[config.mk]
export PLATFORM = sky130hd
export DESIGN_NAME = c_comment_stripper
export DESIGN_NICKNAME = d
export VERILOG_FILES = /design/src/design/ccs_pkg.sv /design/src/design/c_comment_stripper.sv
export SDC_FILE = /design/constraint.sdc
export NUM_CORES = 1
export LEC_CHECK = 0
export BUFFER_PORTS_ARGS = -buffer_cell sky130_fd_sc_hd__buf_2
export CAP_MARGIN = 30
export CORE_ASPECT_RATIO = 0.6
export CORE_MARGIN = 5
export CORE_UTILIZATION = 45
export DETAILED_ROUTE_END_ITERATION = 8
export GPL_TIMING_DRIVEN = 0
export SETUP_SLACK_MARGIN = 0.5
export SLEW_MARGIN = 10
export SYNTH_ARGS = -nofsm -noshare
export SYNTH_HDL_FRONTEND = slang
export SYNTH_SLANG_ARGS = --single-unit
[constraint.sdc]
create_clock -name clk -period 3.8 [get_ports clk]
set_input_delay 0.76 -clock clk [delete_from_list [all_inputs] [get_ports clk]]
set_output_delay 0.76 -clock clk [all_outputs]
set_load 0.02 [all_outputs]
[src/design/ccs_pkg.sv]
package ccs_pkg;

	// character codes
	localparam logic [7:0] CH_STAR  = 8'h2A;
	localparam logic [7:0] CH_SLASH = 8'h2F;
	localparam logic [7:0] CH_NL    = 8'h0A;

	// scanner mode codes
	localparam logic [2:0] MODE_NORMAL    = 3'd0;
	localparam logic [2:0] MODE_SLASH     = 3'd1;
	localparam logic [2:0] MODE_LINE      = 3'd2;
	localparam logic [2:0] MODE_BLOCK     = 3'd3;
	localparam logic [2:0] MODE_BLOCKSTAR = 3'd4;

	// result queue depth and index widths
	localparam int QDEPTH = 4;
	localparam int QAW    = $clog2(QDEPTH);
	localparam int QCW    = $clog2(QDEPTH + 1);

	// one result item
	typedef struct packed {
		logic [7:0] out_byte;
		logic       byte_valid;
		logic       run_last;
		logic       text_end;
	} res_t;

endpackage

[src/design/c_comment_stripper.sv]
// C comment stripper, one text byte per request.
// Input channel s_axis: tdata = in_byte, tlast = text_last (final byte of a text).
// Output channel m_axis: tdata = out_byte, tuser = {run_last, byte_valid},
// tlast = text_end (final result of the whole text).
// Each input byte gives zero, one or two output results; a text's final byte
// always gives at least one (a bare end marker with byte_valid low if nothing
// else is kept there). Comment bytes give no result, but for that end marker.
// An accepted byte is registered in the input register, then processed into the
// result queue once the queue can take two results; its results show on m_axis
// from then on.
// Throughput: one input byte per cycle while the output is taken every cycle;
// a byte that gives two results adds an extra result, which the four-entry
// result queue absorbs until it holds more than two results, when input waits.
// Reset clears the input valid flag, empties the result queue, and clears the
// scanner mode and the newline flag; the next text starts in normal mode.
// When the receiver stalls, results pile up in the queue and s_axis_tready
// drops once it can no longer take two more results.
module c_comment_stripper
	import ccs_pkg::*;
(
	input  logic       clk,
	input  logic       arst_n,
	input  logic       s_axis_tvalid,
	output logic       s_axis_tready,
	input  logic [7:0] s_axis_tdata,   // [7:0] in_byte
	input  logic       s_axis_tlast,   // text_last
	output logic       m_axis_tvalid,
	input  logic       m_axis_tready,
	output logic [7:0] m_axis_tdata,   // [7:0] out_byte
	output logic [1:0] m_axis_tuser,   // [0] byte_valid, [1] run_last
	output logic       m_axis_tlast    // text_end
);

	logic           valid_s1;
	logic [7:0]     byte_s1;
	logic           last_s1;
	logic [2:0]     mode_q;
	logic           nl_q;
	res_t           queue_q [QDEPTH];
	logic [QAW-1:0] wr_ptr_q;
	logic [QAW-1:0] rd_ptr_q;
	logic [QCW-1:0] cnt_q;

	logic           advance;
	logic           pop;
	logic [2:0]     mode_d;
	logic           nl_d;
	logic [1:0]     n_res;
	res_t           em [2];

	// input register moves on when the queue can take two results
	assign advance       = valid_s1 && (cnt_q <= QCW'(QDEPTH - 2));
	assign s_axis_tready = !valid_s1 || advance;
	assign pop           = m_axis_tvalid && m_axis_tready;

	always_ff @(posedge clk or negedge arst_n) begin
		if (!arst_n) begin
			valid_s1 <= 1'b0;
		end else if (s_axis_tready) begin
			valid_s1 <= s_axis_tvalid;
		end
	end

	always_ff @(posedge clk) begin
		if (s_axis_tvalid && s_axis_tready) begin
			byte_s1 <= s_axis_tdata;
			last_s1 <= s_axis_tlast;
		end
	end

	// scanner: next mode, newline flag and up to two results
	always_comb begin
		mode_d = mode_q;
		nl_d   = nl_q;
		n_res  = 2'd0;
		em[0]  = '0;
		em[1]  = '0;
		case (mode_q)
			MODE_SLASH: begin
				mode_d = MODE_NORMAL;
				if (byte_s1 == CH_SLASH) begin
					mode_d = MODE_LINE;
				end else if (byte_s1 == CH_STAR) begin
					mode_d = MODE_BLOCK;
				end else begin
					// flush the held slash, then treat the byte as text
					em[0].out_byte   = CH_SLASH;
					em[0].byte_valid = 1'b1;
					n_res            = 2'd1;
					if (byte_s1 != CH_NL) begin
						em[1].out_byte   = byte_s1;
						em[1].byte_valid = 1'b1;
						n_res            = 2'd2;
					end else begin
						em[1].out_byte   = CH_NL;
						em[1].byte_valid = 1'b1;
						n_res            = 2'd2;
					end
					nl_d = (byte_s1 == CH_NL);
					if (byte_s1 == CH_SLASH && !last_s1) begin
						mode_d = MODE_SLASH;
					end
				end
			end
			MODE_LINE: begin
				if (byte_s1 == CH_NL) begin
					em[0].out_byte   = CH_NL;
					em[0].byte_valid = 1'b1;
					n_res            = 2'd1;
					mode_d           = MODE_NORMAL;
				end
			end
			MODE_BLOCK: begin
				if (byte_s1 == CH_STAR) begin
					mode_d = MODE_BLOCKSTAR;
				end
			end
			MODE_BLOCKSTAR: begin
				if (byte_s1 == CH_SLASH) begin
					mode_d = MODE_NORMAL;
				end else if (byte_s1 != CH_STAR) begin
					mode_d = MODE_BLOCK;
				end
			end
			default: begin
				mode_d = MODE_NORMAL;
				if (byte_s1 == CH_SLASH && !last_s1) begin
					mode_d = MODE_SLASH;
				end else begin
					// drop a newline that follows a kept newline
					if (byte_s1 != CH_NL || !nl_q) begin
						em[0].out_byte   = byte_s1;
						em[0].byte_valid = 1'b1;
						n_res            = 2'd1;
					end
					nl_d = (byte_s1 == CH_NL);
				end
			end
		endcase

		// end of text: bare marker if nothing kept, then back to reset state
		if (last_s1) begin
			if (n_res == 2'd0) begin
				em[0] = '0;
				n_res = 2'd1;
			end
			if (n_res == 2'd2) begin
				em[1].text_end = 1'b1;
			end else begin
				em[0].text_end = 1'b1;
			end
			mode_d = MODE_NORMAL;
			nl_d   = 1'b0;
		end

		// mark the last result of this byte
		if (n_res == 2'd2) begin
			em[1].run_last = 1'b1;
		end else if (n_res == 2'd1) begin
			em[0].run_last = 1'b1;
		end
	end

	// scanner state
	always_ff @(posedge clk or negedge arst_n) begin
		if (!arst_n) begin
			mode_q <= MODE_NORMAL;
			nl_q   <= 1'b0;
		end else if (advance) begin
			mode_q <= mode_d;
			nl_q   <= nl_d;
		end
	end

	// result queue storage
	always_ff @(posedge clk) begin
		if (advance && n_res != 2'd0) begin
			queue_q[wr_ptr_q] <= em[0];
		end
		if (advance && n_res == 2'd2) begin
			queue_q[wr_ptr_q + QAW'(1)] <= em[1];
		end
	end

	// result queue pointers and fill count
	always_ff @(posedge clk or negedge arst_n) begin
		if (!arst_n) begin
			wr_ptr_q <= '0;
			rd_ptr_q <= '0;
			cnt_q    <= '0;
		end else begin
			if (advance) begin
				wr_ptr_q <= wr_ptr_q + QAW'(n_res);
			end
			if (pop) begin
				rd_ptr_q <= rd_ptr_q + QAW'(1);
			end
			cnt_q <= cnt_q + (advance ? QCW'(n_res) : QCW'(0)) - (pop ? QCW'(1) : QCW'(0));
		end
	end

	// output side
	assign m_axis_tvalid   = (cnt_q != '0);
	assign m_axis_tdata    = queue_q[rd_ptr_q].out_byte;
	assign m_axis_tuser[0] = queue_q[rd_ptr_q].byte_valid;
	assign m_axis_tuser[1] = queue_q[rd_ptr_q].run_last;
	assign m_axis_tlast    = queue_q[rd_ptr_q].text_end;

endmodule

==> run_results.csv <==
group,metric,value,unit
global_routing,grtUsageTotal,0.174,
synthesis,yosys_warnings,0,
synthesis,synth_common_cells,"53 x edfxtp_1, 15 x a21oi_1, 15 x nand2_1, 13 x inv_1, 12 x dfrtp_1",
clocking,cts_buffer_depth,2,
timing,rsz0062_at_grt,"no",
status,status,"finished, final reports clean",
timing,timing.final.crit_share,0.847,
cells_and_area,diodes,0,
setup_path,end_kind,"flip-flop",
synthesis,synth_edf_count,53,
power_and_ir_drop,ir_drop,0.323,mV
setup_path,critical_path_peak_fanout,5,
timing,hold_viol_final,0,
cells_and_area,area_growth,22.1,%
timing,setup_viol,0,
synthesis,synth.most_common_cell,"edfxtp_1",
setup_path,cpPeakStageDelay,590,ps
clocking,cts_sinks,65,
clocking,clk_latency,340,ps
timing,fin_tns_setup,0,ps
clocking,postCtsHoldBufs,0,
floorplan,die_x,121,um
setup_path,cp-start-kind,"flip-flop",
placed_design,post-dp-hpwl,5410,um
synthesis,synth_ff_type,"edfxtp_1",
global_routing,grt_pass1_vias,2220,
setup_path,reg2reg_slack,580,ps
cells_and_area,finalNetCount,319,
synthesis,syn_area_per_cell,13.6,sq um
synthesis,synthArstFlopShare,0.185,
drt,drc_errors,0,
synthesis,yosys.area.top_type,"edfxtp_1",
timing,min_period,3220,ps
global_routing,grt_pass1_wl,12200,um
synthesis,synth.yosys.seq_area_share,0.564,
synthesis,post_synth_num_cell_types,62,
power_and_ir_drop,leakage,0.00145,uW
placed_design,port-buffer-count,25,
clocking,clk_pin_slew,60,ps
setup_path,worstPathCellList,"or4_4, or3_4, a221oi_4, or3_1, ha_1, inv_1, ha_1, inv_1, fa_1, xor2_1, xnor2_1",
clocking,numCtsBuffers,9,
placed_design,gp_congestion,0.858,
drt,drtPass1Iterations,4,
cells_and_area,multiInputGateArea,1360,sq um
setup_path,required,4010,ps
setup_path,crit_type,"reg -> reg",
clocking,clockRootBuffer,"clkbuf_16",
timing,slew_headroom,0.423,
min_path,hold_class,"in -> async",
synthesis,netlist_instances,247,
cells_and_area,design_area,4090,sq um
global_routing,grt_max_degree,13,
synthesis,synth_seq_cells,65,
timing,hold_ws,298,ps
setup_path,cp_data_arrival_time,3430,ps
floorplan,rows,24,
timing,clock_skew,6.85,ps
synthesis,synth.net_count,265,
timing,drv_slew,0,
placed_design,placed_area,3680,sq um
power_and_ir_drop,p_total,2950,uW
synthesis,netlist.area_leader.share,0.475,
synthesis,synth_area_leaders,"edfxtp_1 47%, dfrtp_1 9.0%, mux4_2 7.4%, a21oi_1 2.2%, a21boi_0 2.0%",
clocking,cts_tree,"built",
cells_and_area,fillers,666,
global_routing,grt_overflow,0,
cells_and_area,drive_above_1_share,0.324,
drt,vias,2261,
floorplan,die_area,9330,sq um
global_routing,grt_antenna_before_repair,0,
cells_and_area,ff_latch_area,1890,sq um
floorplan,die_y,76.9,um
timing,max_freq,311,MHz
drt,drt_iter0_drc,165,
drt,vias_per_cell,5.51,
floorplan,io_pins,26,
setup_path,critical_path.slowest_cell,"or4_4",
synthesis,netlist_area,3350,sq um
timing,worstMarginPinSlew,864,ps
floorplan,initial_utilization,0.461,
drt,ant_nets,0,
drt,wl_per_cell,18.3,um
clocking,h-tree-depth,3,
flow_run,maxCapViolations,0,
power_and_ir_drop,power_density,720,nW/um^2
floorplan,coreArea,7270,sq um
drt,finalWirelength,7490,um
[placed cells by master (no fill, tap or decap), types with 5 or more instances in the layout]
cell type  netlist  routed
nor3_1           6       6
inv_1           13      13
a21boi_0         9       9
dfrtp_1         12      12
or3_1            5       5
o22ai_1          8       8
nand2_1         15      15
mux4_2          11      11
o21ai_0          7       7
buf_6            3       6
edfxtp_1        53      53
buf_4            6      21
a21oi_1         15      15
clkbuf_16        0       9
buf_2            1      26
[layer usage]
layer  vias up  part of all wire  GRT usage
li1       1069                 -          -
met1      1124              0.52      0.266
met2        59              0.41      0.225
met3         9             0.056     0.0654
met4         0             0.012     0.0503
met5         -                 0          0
[critical path: cells and delay by family, from the launching register on]
| kind | cells | cell delay, ps |
|---|---|---|
| fa+ha+maj | 3 | 730 |
| buf+inv | 2 | 100 |
| flops | 1 | 490 |
| simple gates | 3 | 1150 |
| xor+xnor | 2 | 290 |
| compound gates | 1 | 330 |
[repair_timing]
action,in CTS,in global routing
buffers inserted,7,6
endpoints found under the setup margin,2,1
gates resized for setup,1,4
pin swaps,2,1
[cell type report]
cell class | count | share of cell area
timing repair buffer | 43 | 0.0663
sequential | 65 | 0.462
tap | 104 | 0.0318
buffer | 13 | 0.0232
multi-input combinational | 155 | 0.332
clock buffer | 13 | 0.0611
clock inverter | 3 | 0.0101
inverter | 14 | 0.0128
[cells by family (layout without fill, tap and decap cells)]
kind of cell             count (synthesis)  count (layout)  share of synthesized area
flip-flops                              65              65                      0.564
XOR/XNOR                                 7               7                     0.0183
AO/OA/AOI/OAI                           71              71                      0.161
AND/OR/NAND/NOR                         57              57                      0.105
multiplexers                            15              15                     0.0862
buffers and inverters                   27              86                     0.0440
adder cells (fa/ha/maj)                  5               5                     0.0209
[sequential cells by signal, summed over array words and instances (netlist names), 2 cells and up]
register / flops
mode_q: 3
rd_ptr_q: 2
wr_ptr_q: 2
cnt_q: 3
queue_q: 44
byte_s1: 8
[final timing paths]
kind / startpoint / endpoint / cells past startpoint
max: byte_s1[4] / cnt_q[2] / 11
min: arst_n / mode_q[2] / 1
max reg2reg: byte_s1[4] / cnt_q[2] / 11
min reg2reg: nl_q / nl_q / 1
max in group asynchronous: arst_n / cnt_q[0] / 1
min in group clk: nl_q / nl_q / 1
[stage by stage]
step / worst slack, ps / cells / utilization
6_report: 581 / 410 / 0.563
3_3_place_gp: -80.2 / 376 / 0.497
3_5_place_dp: 291 / 381 / 0.506
5_1_grt: 482 / 410 / 0.563
2_1_floorplan: 662 / 247 / -
4_1_cts: 577 / 404 / 0.554
[power by group]
part / total [uW] / internal (uW) / switching [uW] / leakage [uW]
sequential: 1080 / 981 / 96.6 / 0.000628
combinational: 1050 / 442 / 606 / 0.000687
clock: 821 / 524 / 297 / 0.000137
Power figures use the tool's default switching activity.
